### config.mk
export PLATFORM = sky130hd
export DESIGN_NAME = i2c_master_bit_engine_flat
export DESIGN_NICKNAME = d
export VERILOG_FILES = /design/src/rtl/i2cm_pkg.sv /design/src/rtl/i2cm_tick_if.sv /design/src/rtl/i2cm_res_if.sv /design/src/rtl/i2cm_cfg_if.sv /design/src/rtl/i2c_master_bit_engine.sv /design/src/rtl/i2cm_front.sv /design/src/rtl/i2cm_back.sv /design/src/flat_wrapper.sv
export SDC_FILE = /design/constraint.sdc
export NUM_CORES = 1
export LEC_CHECK = 0
export BUFFER_PORTS_ARGS = -buffer_cell sky130_fd_sc_hd__buf_4
export CORE_AREA = 2 2 114 116
export DETAILED_ROUTE_END_ITERATION = 16
export DIE_AREA = 0 0 116 118
export HOLD_SLACK_MARGIN = 0.08
export PLACE_DENSITY = 0.74
export SYNTH_ARGS = -nofsm -noshare
export SYNTH_HDL_FRONTEND = slang
export SYNTH_HIERARCHICAL = 1
export SYNTH_SLANG_ARGS = --single-unit
### constraint.sdc
create_clock -name clk -period 7.3 [get_ports clk]
set_input_delay 1.46 -clock clk [delete_from_list [all_inputs] [get_ports clk]]
set_output_delay 1.46 -clock clk [all_outputs]
set_load 0.01 [all_outputs]
### src/rtl/i2cm_pkg.sv
// Shared types and constants for the I2C master bit engine.
package i2cm_pkg;

    // Command codes as carried in the mode field.
    typedef enum logic [2:0] {
        CMD_START    = 3'd0,
        CMD_STOP     = 3'd1,
        CMD_WRITE    = 3'd2,
        CMD_WAIT_ACK = 3'd3,
        CMD_READ     = 3'd4
    } cmd_t;

    // Sequencer phases, one-hot.
    typedef enum logic [13:0] {
        PH_IDLE  = 14'b00000000000001,
        PH_ST1   = 14'b00000000000010,
        PH_ST2   = 14'b00000000000100,
        PH_SP1   = 14'b00000000001000,
        PH_SP2   = 14'b00000000010000,
        PH_WHIGH = 14'b00000000100000,
        PH_WLOW  = 14'b00000001000000,
        PH_WNEXT = 14'b00000010000000,
        PH_K1    = 14'b00000100000000,
        PH_KPOLL = 14'b00001000000000,
        PH_RHIGH = 14'b00010000000000,
        PH_RNEXT = 14'b00100000000000,
        PH_AHIGH = 14'b01000000000000,
        PH_ALOW  = 14'b10000000000000
    } phase_t;

    // One classified tick as it travels from the front end to the engine.
    typedef struct packed {
        logic       go;
        cmd_t       cmd;
        logic [7:0] tx_byte;
        logic       send_ack;
        logic       sda_in;
    } tick_t;

    // Configuration register indexes.
    localparam logic [1:0] REG_UNIT_TICKS  = 2'd0;
    localparam logic [1:0] REG_ACK_TIMEOUT = 2'd1;

    localparam logic [15:0] UNIT_TICKS_RESET  = 16'd8;
    localparam logic [7:0]  ACK_TIMEOUT_RESET = 8'd250;

    // Hold lengths, stored as the number of units minus one.
    localparam logic [1:0] HOLD_1 = 2'd0;
    localparam logic [1:0] HOLD_2 = 2'd1;
    localparam logic [1:0] HOLD_4 = 2'd3;

    localparam logic [3:0] BITS_PER_BYTE = 4'd8;

endpackage

### src/rtl/i2cm_tick_if.sv
// Input channel carrying one tick request per transfer.
interface i2cm_tick_if;
    logic       valid;
    logic       ready;
    logic       cmd_valid;
    logic [2:0] mode;
    logic [7:0] tx_byte;
    logic       send_ack;
    logic       sda_in;

    modport source (output valid, cmd_valid, mode, tx_byte, send_ack, sda_in, input ready);
    modport sink (input valid, cmd_valid, mode, tx_byte, send_ack, sda_in, output ready);
endinterface

### src/rtl/i2cm_res_if.sv
// Output channel carrying one pin and status request per tick.
interface i2cm_res_if;
    logic       valid;
    logic       ready;
    logic       scl_level;
    logic       sda_level;
    logic       sda_output_enable;
    logic       busy_res;
    logic       done_res;
    logic [7:0] rx_byte;
    logic       ack_error;

    modport source (output valid, scl_level, sda_level, sda_output_enable, busy_res,
                    done_res, rx_byte, ack_error, input ready);
    modport sink (input valid, scl_level, sda_level, sda_output_enable, busy_res,
                  done_res, rx_byte, ack_error, output ready);
endinterface

### src/rtl/i2cm_cfg_if.sv
// Configuration write channel.
interface i2cm_cfg_if;
    logic        valid;
    logic        ready;
    logic [1:0]  index;
    logic [15:0] data;

    modport source (output valid, index, data, input ready);
    modport sink (input valid, index, data, output ready);
endinterface

### src/rtl/i2c_master_bit_engine.sv
// Top level of the I2C master bit engine: configuration registers and the two halves.
//
//   Channel   Dir  Handshake          Contents
//   in_ch     in   valid/ready        one tick: cmd_valid, mode, tx_byte, send_ack, sda_in
//   out_ch    out  valid/ready        pin levels, SDA enable, busy, done, rx_byte, ack_error
//   cfg_ch    in   valid/ready        register write: index, data
//
// Every tick request yields exactly one result request. The engine retires one tick per
// clock cycle while the output is not stalled; a tick passes through a queue entry, then
// the result register; a steady stream passes at one per cycle through the two-entry queue.
// Reset (rst_n low, asynchronous) idles the engine with SCL high and SDA driven high, and
// loads unit_ticks with 8 and ack_timeout with 250. A stalled output holds the engine,
// and the queue absorbs input until it is full; configuration writes are always taken.
module i2c_master_bit_engine (
    input  logic        clk,
    input  logic        rst_n,
    i2cm_tick_if.sink   in_ch,
    i2cm_res_if.source  out_ch,
    i2cm_cfg_if.sink    cfg_ch
);
    import i2cm_pkg::*;

    logic [15:0] unit_ticks_reg;
    logic [7:0]  ack_timeout_reg;
    tick_t       head;
    logic        head_valid;
    logic        pop;

    assign cfg_ch.ready = 1'b1;

    // Writes to indexes beyond the two registers are accepted and dropped.
    always_ff @(posedge clk or negedge rst_n)
    begin
        if (!rst_n)
        begin
            unit_ticks_reg  <= UNIT_TICKS_RESET;
            ack_timeout_reg <= ACK_TIMEOUT_RESET;
        end
        else if (cfg_ch.valid)
        begin
            if (cfg_ch.index == REG_UNIT_TICKS)
            begin
                unit_ticks_reg <= cfg_ch.data;
            end
            else if (cfg_ch.index == REG_ACK_TIMEOUT)
            begin
                ack_timeout_reg <= cfg_ch.data[7:0];
            end
        end
    end

    // Front end: decodes the command field and queues the tick.
    i2cm_front u_front (
        .clk        (clk),
        .rst_n      (rst_n),
        .in_ch      (in_ch),
        .head       (head),
        .head_valid (head_valid),
        .pop        (pop)
    );

    // Back end: plays the pin sequence and presents the registered result.
    i2cm_back u_back (
        .clk         (clk),
        .rst_n       (rst_n),
        .head        (head),
        .head_valid  (head_valid),
        .pop         (pop),
        .unit_ticks  (unit_ticks_reg),
        .ack_timeout (ack_timeout_reg),
        .out_ch      (out_ch)
    );

endmodule

### src/rtl/i2cm_front.sv
// Front end: classifies incoming ticks and queues them for the engine.
module i2cm_front (
    input  logic           clk,
    input  logic           rst_n,
    i2cm_tick_if.sink      in_ch,
    output i2cm_pkg::tick_t head,
    output logic           head_valid,
    input  logic           pop
);
    import i2cm_pkg::*;

    tick_t      entry_reg [2];
    logic       wr_ptr_reg;
    logic       wr_ptr_next;
    logic       rd_ptr_reg;
    logic       rd_ptr_next;
    logic [1:0] count_reg;
    logic [1:0] count_next;
    logic       push;
    tick_t      classified;

    assign in_ch.ready = (count_reg != 2'd2);
    assign push        = in_ch.valid && in_ch.ready;

    // Only modes that name a command start anything; the rest are plain ticks.
    always_comb
    begin
        classified.go       = in_ch.cmd_valid && (in_ch.mode <= CMD_READ);
        classified.cmd      = cmd_t'(in_ch.mode);
        classified.tx_byte  = in_ch.tx_byte;
        classified.send_ack = in_ch.send_ack;
        classified.sda_in   = in_ch.sda_in;
    end

    always_comb
    begin
        wr_ptr_next = push ? ~wr_ptr_reg : wr_ptr_reg;
        rd_ptr_next = pop ? ~rd_ptr_reg : rd_ptr_reg;
        count_next  = count_reg + {1'b0, push} - {1'b0, pop};
    end

    always_ff @(posedge clk or negedge rst_n)
    begin
        if (!rst_n)
        begin
            wr_ptr_reg <= 1'b0;
            rd_ptr_reg <= 1'b0;
            count_reg  <= 2'd0;
        end
        else
        begin
            wr_ptr_reg <= wr_ptr_next;
            rd_ptr_reg <= rd_ptr_next;
            count_reg  <= count_next;
        end
    end

    always_ff @(posedge clk)
    begin
        if (push)
        begin
            entry_reg[wr_ptr_reg] <= classified;
        end
    end

    assign head       = entry_reg[rd_ptr_reg];
    assign head_valid = (count_reg != 2'd0);

endmodule

### src/rtl/i2cm_back.sv
// Back end: the pin sequencer, advancing one queued tick per cycle while the output is not stalled.
module i2cm_back (
    input  logic            clk,
    input  logic            rst_n,
    input  i2cm_pkg::tick_t head,
    input  logic            head_valid,
    output logic            pop,
    input  logic [15:0]     unit_ticks,
    input  logic [7:0]      ack_timeout,
    i2cm_res_if.source      out_ch
);
    import i2cm_pkg::*;

    phase_t      phase_reg,  phase_next;
    logic        is_ack_reg, is_ack_next;
    logic [3:0]  bit_count_reg, bit_count_next;
    logic [7:0]  shift_reg,  shift_next;
    logic [15:0] delay_reg,  delay_next;
    logic [1:0]  units_reg,  units_next;
    logic [7:0]  poll_reg,   poll_next;
    logic        scl_reg,    scl_next;
    logic        sda_reg,    sda_next;
    logic        oe_reg,     oe_next;
    logic        ack_choice_reg, ack_choice_next;
    logic [7:0]  rx_reg,     rx_next;
    logic        done_reg,   done_next;
    logic        err_reg,    err_next;
    logic        out_valid_reg;

    logic [15:0] unit_load;
    logic        expired;
    logic        do_wait;
    logic [1:0]  wait_units;
    logic [3:0]  bit_inc;
    logic [8:0]  poll_inc;

    assign pop       = head_valid && (!out_valid_reg || out_ch.ready);
    assign unit_load = (unit_ticks == 16'd0) ? 16'd1 : unit_ticks;
    assign bit_inc   = bit_count_reg + 4'd1;
    assign poll_inc  = {1'b0, poll_reg} + 9'd1;

    always_comb
    begin
        phase_next      = phase_reg;
        is_ack_next     = is_ack_reg;
        bit_count_next  = bit_count_reg;
        shift_next      = shift_reg;
        delay_next      = delay_reg;
        units_next      = units_reg;
        poll_next       = poll_reg;
        scl_next        = scl_reg;
        sda_next        = sda_reg;
        oe_next         = oe_reg;
        ack_choice_next = ack_choice_reg;
        rx_next         = rx_reg;
        done_next       = 1'b0;
        err_next        = 1'b0;
        expired         = 1'b0;
        do_wait         = 1'b0;
        wait_units      = HOLD_1;

        if (phase_reg == PH_IDLE)
        begin
            if (head.go)
            begin
                is_ack_next = (head.cmd == CMD_WAIT_ACK);
                case (head.cmd)
                    CMD_START:
                    begin
                        oe_next = 1'b1; sda_next = 1'b1; scl_next = 1'b1;
                        do_wait = 1'b1; wait_units = HOLD_4; phase_next = PH_ST1;
                    end
                    CMD_STOP:
                    begin
                        oe_next = 1'b1; scl_next = 1'b0; sda_next = 1'b0;
                        do_wait = 1'b1; wait_units = HOLD_4; phase_next = PH_SP1;
                    end
                    CMD_WRITE:
                    begin
                        bit_count_next = 4'd0;
                        oe_next = 1'b1; scl_next = 1'b0;
                        sda_next   = head.tx_byte[7];
                        shift_next = {head.tx_byte[6:0], 1'b0};
                        do_wait = 1'b1; wait_units = HOLD_2; phase_next = PH_WHIGH;
                    end
                    CMD_WAIT_ACK:
                    begin
                        poll_next = 8'd0;
                        oe_next = 1'b0; sda_next = 1'b1;
                        do_wait = 1'b1; wait_units = HOLD_1; phase_next = PH_K1;
                    end
                    default:
                    begin
                        ack_choice_next = head.send_ack;
                        bit_count_next  = 4'd0;
                        shift_next      = 8'd0;
                        oe_next = 1'b0; scl_next = 1'b0;
                        do_wait = 1'b1; wait_units = HOLD_2; phase_next = PH_RHIGH;
                    end
                endcase
            end
        end
        else
        begin
            // The acknowledge poll runs every tick; all other phases wait out their hold.
            if (phase_reg == PH_KPOLL)
            begin
                expired = 1'b1;
            end
            else if (delay_reg > 16'd1)
            begin
                delay_next = delay_reg - 16'd1;
            end
            else if (units_reg != 2'd0)
            begin
                units_next = units_reg - 2'd1;
                delay_next = unit_load;
            end
            else
            begin
                expired = 1'b1;
            end

            if (expired)
            begin
                case (phase_reg)
                    PH_ST1:
                    begin
                        sda_next = 1'b0;
                        do_wait = 1'b1; wait_units = HOLD_4; phase_next = PH_ST2;
                    end
                    PH_ST2:
                    begin
                        scl_next = 1'b0; phase_next = PH_IDLE; done_next = 1'b1;
                    end
                    PH_SP1:
                    begin
                        scl_next = 1'b1; sda_next = 1'b1;
                        do_wait = 1'b1; wait_units = HOLD_4; phase_next = PH_SP2;
                    end
                    PH_SP2:
                    begin
                        err_next = is_ack_reg; phase_next = PH_IDLE; done_next = 1'b1;
                    end
                    PH_WHIGH:
                    begin
                        scl_next = 1'b1;
                        do_wait = 1'b1; wait_units = HOLD_2; phase_next = PH_WLOW;
                    end
                    PH_WLOW:
                    begin
                        scl_next = 1'b0;
                        do_wait = 1'b1; wait_units = HOLD_2; phase_next = PH_WNEXT;
                    end
                    PH_WNEXT:
                    begin
                        bit_count_next = bit_inc;
                        if (bit_inc >= BITS_PER_BYTE)
                        begin
                            phase_next = PH_IDLE; done_next = 1'b1;
                        end
                        else
                        begin
                            sda_next   = shift_reg[7];
                            shift_next = {shift_reg[6:0], 1'b0};
                            do_wait = 1'b1; wait_units = HOLD_2; phase_next = PH_WHIGH;
                        end
                    end
                    PH_K1:
                    begin
                        scl_next = 1'b1;
                        do_wait = 1'b1; wait_units = HOLD_1; phase_next = PH_KPOLL;
                    end
                    PH_KPOLL:
                    begin
                        if (!head.sda_in)
                        begin
                            scl_next = 1'b0; phase_next = PH_IDLE; done_next = 1'b1;
                        end
                        else if (poll_inc > {1'b0, ack_timeout})
                        begin
                            // Timed out: release the bus with a stop sequence.
                            oe_next = 1'b1; scl_next = 1'b0; sda_next = 1'b0;
                            do_wait = 1'b1; wait_units = HOLD_4; phase_next = PH_SP1;
                        end
                        else
                        begin
                            poll_next = poll_inc[7:0];
                        end
                    end
                    PH_RHIGH:
                    begin
                        scl_next       = 1'b1;
                        shift_next     = {shift_reg[6:0], head.sda_in};
                        bit_count_next = bit_inc;
                        do_wait = 1'b1; wait_units = HOLD_1; phase_next = PH_RNEXT;
                    end
                    PH_RNEXT:
                    begin
                        scl_next = 1'b0;
                        do_wait = 1'b1; wait_units = HOLD_2;
                        if (bit_count_reg >= BITS_PER_BYTE)
                        begin
                            oe_next    = 1'b1;
                            sda_next   = !ack_choice_reg;
                            phase_next = PH_AHIGH;
                        end
                        else
                        begin
                            phase_next = PH_RHIGH;
                        end
                    end
                    PH_AHIGH:
                    begin
                        scl_next = 1'b1;
                        do_wait = 1'b1; wait_units = HOLD_2; phase_next = PH_ALOW;
                    end
                    PH_ALOW:
                    begin
                        scl_next = 1'b0; rx_next = shift_reg;
                        phase_next = PH_IDLE; done_next = 1'b1;
                    end
                    default:
                    begin
                        phase_next = PH_IDLE;
                    end
                endcase
            end
        end

        if (do_wait)
        begin
            units_next = wait_units;
            delay_next = unit_load;
        end
    end

    always_ff @(posedge clk or negedge rst_n)
    begin
        if (!rst_n)
        begin
            phase_reg      <= PH_IDLE;
            is_ack_reg     <= 1'b0;
            bit_count_reg  <= 4'd0;
            shift_reg      <= 8'd0;
            delay_reg      <= 16'd0;
            units_reg      <= 2'd0;
            poll_reg       <= 8'd0;
            scl_reg        <= 1'b1;
            sda_reg        <= 1'b1;
            oe_reg         <= 1'b1;
            ack_choice_reg <= 1'b0;
            rx_reg         <= 8'd0;
            done_reg       <= 1'b0;
            err_reg        <= 1'b0;
            out_valid_reg  <= 1'b0;
        end
        else
        begin
            if (pop)
            begin
                phase_reg      <= phase_next;
                is_ack_reg     <= is_ack_next;
                bit_count_reg  <= bit_count_next;
                shift_reg      <= shift_next;
                delay_reg      <= delay_next;
                units_reg      <= units_next;
                poll_reg       <= poll_next;
                scl_reg        <= scl_next;
                sda_reg        <= sda_next;
                oe_reg         <= oe_next;
                ack_choice_reg <= ack_choice_next;
                rx_reg         <= rx_next;
                done_reg       <= done_next;
                err_reg        <= err_next;
                out_valid_reg  <= 1'b1;
            end
            else if (out_ch.ready)
            begin
                out_valid_reg <= 1'b0;
            end
        end
    end

    // The engine state only moves when a result is produced, so it doubles as the result.
    assign out_ch.valid             = out_valid_reg;
    assign out_ch.scl_level         = scl_reg;
    assign out_ch.sda_level         = sda_reg;
    assign out_ch.sda_output_enable = oe_reg;
    assign out_ch.busy_res          = (phase_reg != PH_IDLE);
    assign out_ch.done_res          = done_reg;
    assign out_ch.rx_byte           = rx_reg;
    assign out_ch.ack_error         = err_reg;

    a_done_idle: assert property (@(posedge clk) disable iff (!rst_n)
        done_reg |-> (phase_reg == PH_IDLE))
        else $error("done reported while a command is still running");

    a_err_done: assert property (@(posedge clk) disable iff (!rst_n)
        err_reg |-> (done_reg && is_ack_reg))
        else $error("ack error outside the end of a wait-ack command");

    a_poll_pins: assert property (@(posedge clk) disable iff (!rst_n)
        (phase_reg == PH_KPOLL) |-> (scl_reg && !oe_reg))
        else $error("acknowledge poll with SCL low or SDA driven");

    a_bit_range: assert property (@(posedge clk) disable iff (!rst_n)
        bit_count_reg <= BITS_PER_BYTE)
        else $error("bit count ran past one byte");

endmodule
### src/flat_wrapper.sv
// flat-port wrapper written by rule: the top's interface ports become plain ports
module i2c_master_bit_engine_flat import i2cm_pkg::*;
  (clk, rst_n, in_ch_valid, in_ch_cmd_valid, in_ch_mode, in_ch_tx_byte, in_ch_send_ack, in_ch_sda_in, in_ch_ready, out_ch_valid, out_ch_scl_level, out_ch_sda_level, out_ch_sda_output_enable, out_ch_busy_res, out_ch_done_res, out_ch_rx_byte, out_ch_ack_error, out_ch_ready, cfg_ch_valid, cfg_ch_index, cfg_ch_data, cfg_ch_ready);
  i2cm_tick_if in_ch_i ();
  i2cm_res_if out_ch_i ();
  i2cm_cfg_if cfg_ch_i ();
  input  logic clk;
  input  logic rst_n;
  input wire logic [$bits(in_ch_i.valid)-1:0] in_ch_valid;
  input wire logic [$bits(in_ch_i.cmd_valid)-1:0] in_ch_cmd_valid;
  input wire logic [$bits(in_ch_i.mode)-1:0] in_ch_mode;
  input wire logic [$bits(in_ch_i.tx_byte)-1:0] in_ch_tx_byte;
  input wire logic [$bits(in_ch_i.send_ack)-1:0] in_ch_send_ack;
  input wire logic [$bits(in_ch_i.sda_in)-1:0] in_ch_sda_in;
  output wire logic [$bits(in_ch_i.ready)-1:0] in_ch_ready;
  output wire logic [$bits(out_ch_i.valid)-1:0] out_ch_valid;
  output wire logic [$bits(out_ch_i.scl_level)-1:0] out_ch_scl_level;
  output wire logic [$bits(out_ch_i.sda_level)-1:0] out_ch_sda_level;
  output wire logic [$bits(out_ch_i.sda_output_enable)-1:0] out_ch_sda_output_enable;
  output wire logic [$bits(out_ch_i.busy_res)-1:0] out_ch_busy_res;
  output wire logic [$bits(out_ch_i.done_res)-1:0] out_ch_done_res;
  output wire logic [$bits(out_ch_i.rx_byte)-1:0] out_ch_rx_byte;
  output wire logic [$bits(out_ch_i.ack_error)-1:0] out_ch_ack_error;
  input wire logic [$bits(out_ch_i.ready)-1:0] out_ch_ready;
  input wire logic [$bits(cfg_ch_i.valid)-1:0] cfg_ch_valid;
  input wire logic [$bits(cfg_ch_i.index)-1:0] cfg_ch_index;
  input wire logic [$bits(cfg_ch_i.data)-1:0] cfg_ch_data;
  output wire logic [$bits(cfg_ch_i.ready)-1:0] cfg_ch_ready;
  assign in_ch_i.valid = in_ch_valid;
  assign in_ch_i.cmd_valid = in_ch_cmd_valid;
  assign in_ch_i.mode = in_ch_mode;
  assign in_ch_i.tx_byte = in_ch_tx_byte;
  assign in_ch_i.send_ack = in_ch_send_ack;
  assign in_ch_i.sda_in = in_ch_sda_in;
  assign in_ch_ready = in_ch_i.ready;
  assign out_ch_valid = out_ch_i.valid;
  assign out_ch_scl_level = out_ch_i.scl_level;
  assign out_ch_sda_level = out_ch_i.sda_level;
  assign out_ch_sda_output_enable = out_ch_i.sda_output_enable;
  assign out_ch_busy_res = out_ch_i.busy_res;
  assign out_ch_done_res = out_ch_i.done_res;
  assign out_ch_rx_byte = out_ch_i.rx_byte;
  assign out_ch_ack_error = out_ch_i.ack_error;
  assign out_ch_i.ready = out_ch_ready;
  assign cfg_ch_i.valid = cfg_ch_valid;
  assign cfg_ch_i.index = cfg_ch_index;
  assign cfg_ch_i.data = cfg_ch_data;
  assign cfg_ch_ready = cfg_ch_i.ready;
  i2c_master_bit_engine u_core (.clk(clk), .rst_n(rst_n), .in_ch(in_ch_i), .out_ch(out_ch_i), .cfg_ch(cfg_ch_i));
endmodule
==> results.md <==
- Htree depth: 4
- Crit Path Max Fanout: 12
- Antenna-violating nets left: 0
- Reg2reg start: u_core/u_back/poll_reg[2]
- Most frequent cell after synthesis: dfrtp_1
- Final hold viol count: 0
- Post-Syn Instances: 643
- Worst Clk Skew: 0.008362 ns
- Max incr delay on CP: 0.60 ns
- Final Total Pwr: 3.435 mW
- Max Slew Vio Count: 0
- Port Buf Inserts: 52
- Syn avg cell area: 10.54 um2
- DRT iter0 DRCs: 511
- Cell Area, Synth: 6775 um2
- CTS tree: yes
- Sequential share of the synthesized area: 0.4807
- RSZ-0062 raised after global routing: false
- Clk pin slew, worst setup/hold paths: 0.06 ns
- Top cells by area, synth: dfrtp_1 31%, edfxtp_1 12%, mux2_2 6.3%, dfstp_2 4.3%, mux2_4 3.8%
- TritonCTS Buffers: 17
- Max_cap viols: 0
- WL final: 15.49 mm
- Vias in the first global route: 5092
- Number of synthesized flops with an enable pin: 28
- Largest net degree at the start of global routing: 72
- Synth area leader: dfrtp_1
- Antenna cell count: 0
- Setup TNS: 0 ns
- Fin crit period: 4.063 ns
- Post-synth top cells: 85 x dfrtp_1, 60 x nand2_1, 41 x o21ai_0
- Post-CTS Setup Repair Bufs: 0
- Hold Crit Class: reg -> reg
- Hold_sp: u_core/u_back/out_ch.sda_output_enable
- Initial Util: 0.5458
- CTS Hold Buffers Added: 0
- Post-synth net total: 695
- R2r endpoint: u_core/u_back/units_reg[1]
- Switching share of power: 0.4271
- Layout cells sized above 1: 0.2543
- Tcrit/Tclk final: 0.5566
- Clock power frac: 0.246
- Highest-delay cell along the critical path: or4_1
- Ports: 54
- Post-synth ARST share: 0.7742
- Worst-Margin Slew: 1.137 ns
- CP endpoint kind: primary output
- Initial antenna violation count: 0
- Setup-failing EPs final: 0
- Placer Congestion: 0.9091
- Worst relative slew slack: 0.2394
- Unique masters post-synth: 75
- Die width: 116 um
- Dpl hpwl: 10.87 mm
- Hold EP: u_core/u_back/out_ch.sda_output_enable
- Synth-to-layout area growth: 15.90%
- Status: finished clean
- PwrDens: 437.4 nW/um2
- Worst VDD drop: 0.3550 mV
- Yosys Warn Count: 6
- Clk sinks: 124
- Floorplan row count: 41
- Arrival @ worst endpoint: 2.60 ns
- Wirelength per Cell: 17.76 um
- Register bit total from synthesis: 124
- Pleak: 3.385 nW
- Clock latency on the worst-skew pair: 0.43 ns
- Total global-route track usage: 0.2416
- Max Freq: 246.1 MHz
- First-pass GRT wire length: 25.67 mm
- Die ar.: 13690 um2
- Combinational Power Share: 0.423
- Vias/cell: 5.954
- Crit-path cells: or4_1 > nor2_1 > and4_1 > inv_1 > buf_4
- Post-CTS Resized: 0
- Residual overflow from global routing: 0
- Ys flop type: dfrtp_1
- Root Driver: clkbuf_16
- Routed via count: 5192
- Remaining DRCs: 0
- P_sw: 1.467 mW
- Synth top area share: 0.3139
- Hold Path Depth: 2
- Register share of total power: 0.330
- Worst r2r path cells: 12
- Startpoint Class: register
- Internal: 1.968 mW
- R2R setup slack: 3.28 ns
- Die height: 118 um
- Max clock buf depth: 2
- Critical Path RT: 5.84 ns
- WS Path Type: reg -> out
- Core ar.: 12410 um2
- First-pass detailed-route iteration total: 5
- Max reg flops: 28
- Fin nets: 739
-- critical path, delay by kind of cell, from the launching register on --
family / cells / cell delay, ns
buffers and inverters: 2 / 0.54
flip-flops: 1 / 0.49
AND/OR/NAND/NOR: 3 / 1.14
-- per-stage QoR --
step | hold slack [ns] | util | instance area (um2) | setup WS (ns) | std cells
2_1_floorplan | 0.4608 | - | 6775 | 4.029 | 643
3_3_place_gp | 0.4726 | 0.5844 | 7254 | 3.461 | 840
3_5_place_dp | 0.4728 | 0.5844 | 7254 | 3.348 | 840
4_1_cts | 0.4823 | 0.6325 | 7853 | 3.235 | 872
5_1_grt | 0.5220 | 0.6325 | 7853 | 3.032 | 872
6_report | 0.4786 | 0.6325 | 7853 | 3.237 | 872
-- cell usage in the layout, fill, tap and decap left out, types with 11 or more instances in the layout --
cell,count
a21oi_1,37
buf_4,55
clkbuf_16,18
dfrtp_1,85
dfstp_2,11
edfxtp_1,28
ha_1,15
inv_1,26
mux2_2,38
mux2_4,17
nand2_1,60
nand2b_1,15
nand3_1,29
nor2_1,33
nor3_1,20
nor4_1,14
o21ai_0,41
-- logic make-up (layout without fill, tap and decap cells) --
family                   count (synthesis)  after routing  synth area share
flip-flops                             124            124            0.4807
other                                    1              1         0.0005535
adder cells (fa/ha/maj)                 15             15           0.02770
AO/OA/AOI/OAI                          132            132            0.1274
AND/OR/NAND/NOR                        239            239            0.1965
multiplexers                            61             61            0.1106
buffers and inverters                   56            113           0.03712
XOR/XNOR                                15             15           0.01939
-- power groups by stage --
stage / Sequential, mW / Combinational (mW) / Clock (mW)
2_1_floorplan: 1.03 / 1.15 / 0
3_3_place_gp: 1.13 / 1.38 / 0
4_1_cts: 1.13 / 1.44 / 0.859
5_1_grt: 1.16 / 1.60 / 0.888
3_5_place_dp: 1.14 / 1.43 / 0
6_report: 1.14 / 1.45 / 0.846
-- how the worst max path moves through the flow --
stage / from / to
floorplan: u_core/u_back/poll_reg[2] / u_core/u_back/delay_reg[4]
global placement: u_core/u_back/poll_reg[2] / u_core/u_back/units_reg[1]
detailed placement: u_core/u_back/poll_reg[2] / u_core/u_back/units_reg[1]
CTS: u_core/u_back/phase_reg[10] / out_ch_busy_res
global route: u_core/u_back/poll_reg[2] / u_core/u_back/units_reg[1]
finish: u_core/u_back/phase_reg[11] / out_ch_busy_res
-- layout make-up --
cell class | count | area (um2)
repair buffers | 55 | 412.9
well taps | 172 | 215.2
clock buffers | 18 | 450.4
flip-flops and latches | 124 | 3257
multi-input cells | 463 | 3272
inverters | 26 | 97.59
clock inverters | 14 | 147.6
fillers | 1000 | 4562
-- layer usage --
metal  share of wire  up-vias  GRT usage
li1                -     2448          -
met1            0.45     2542     0.3412
met2            0.47      175     0.3640
met3           0.054       27    0.05098
met4           0.022        0    0.09524
met5               0        -          0
Power figures use the tool's default switching activity.
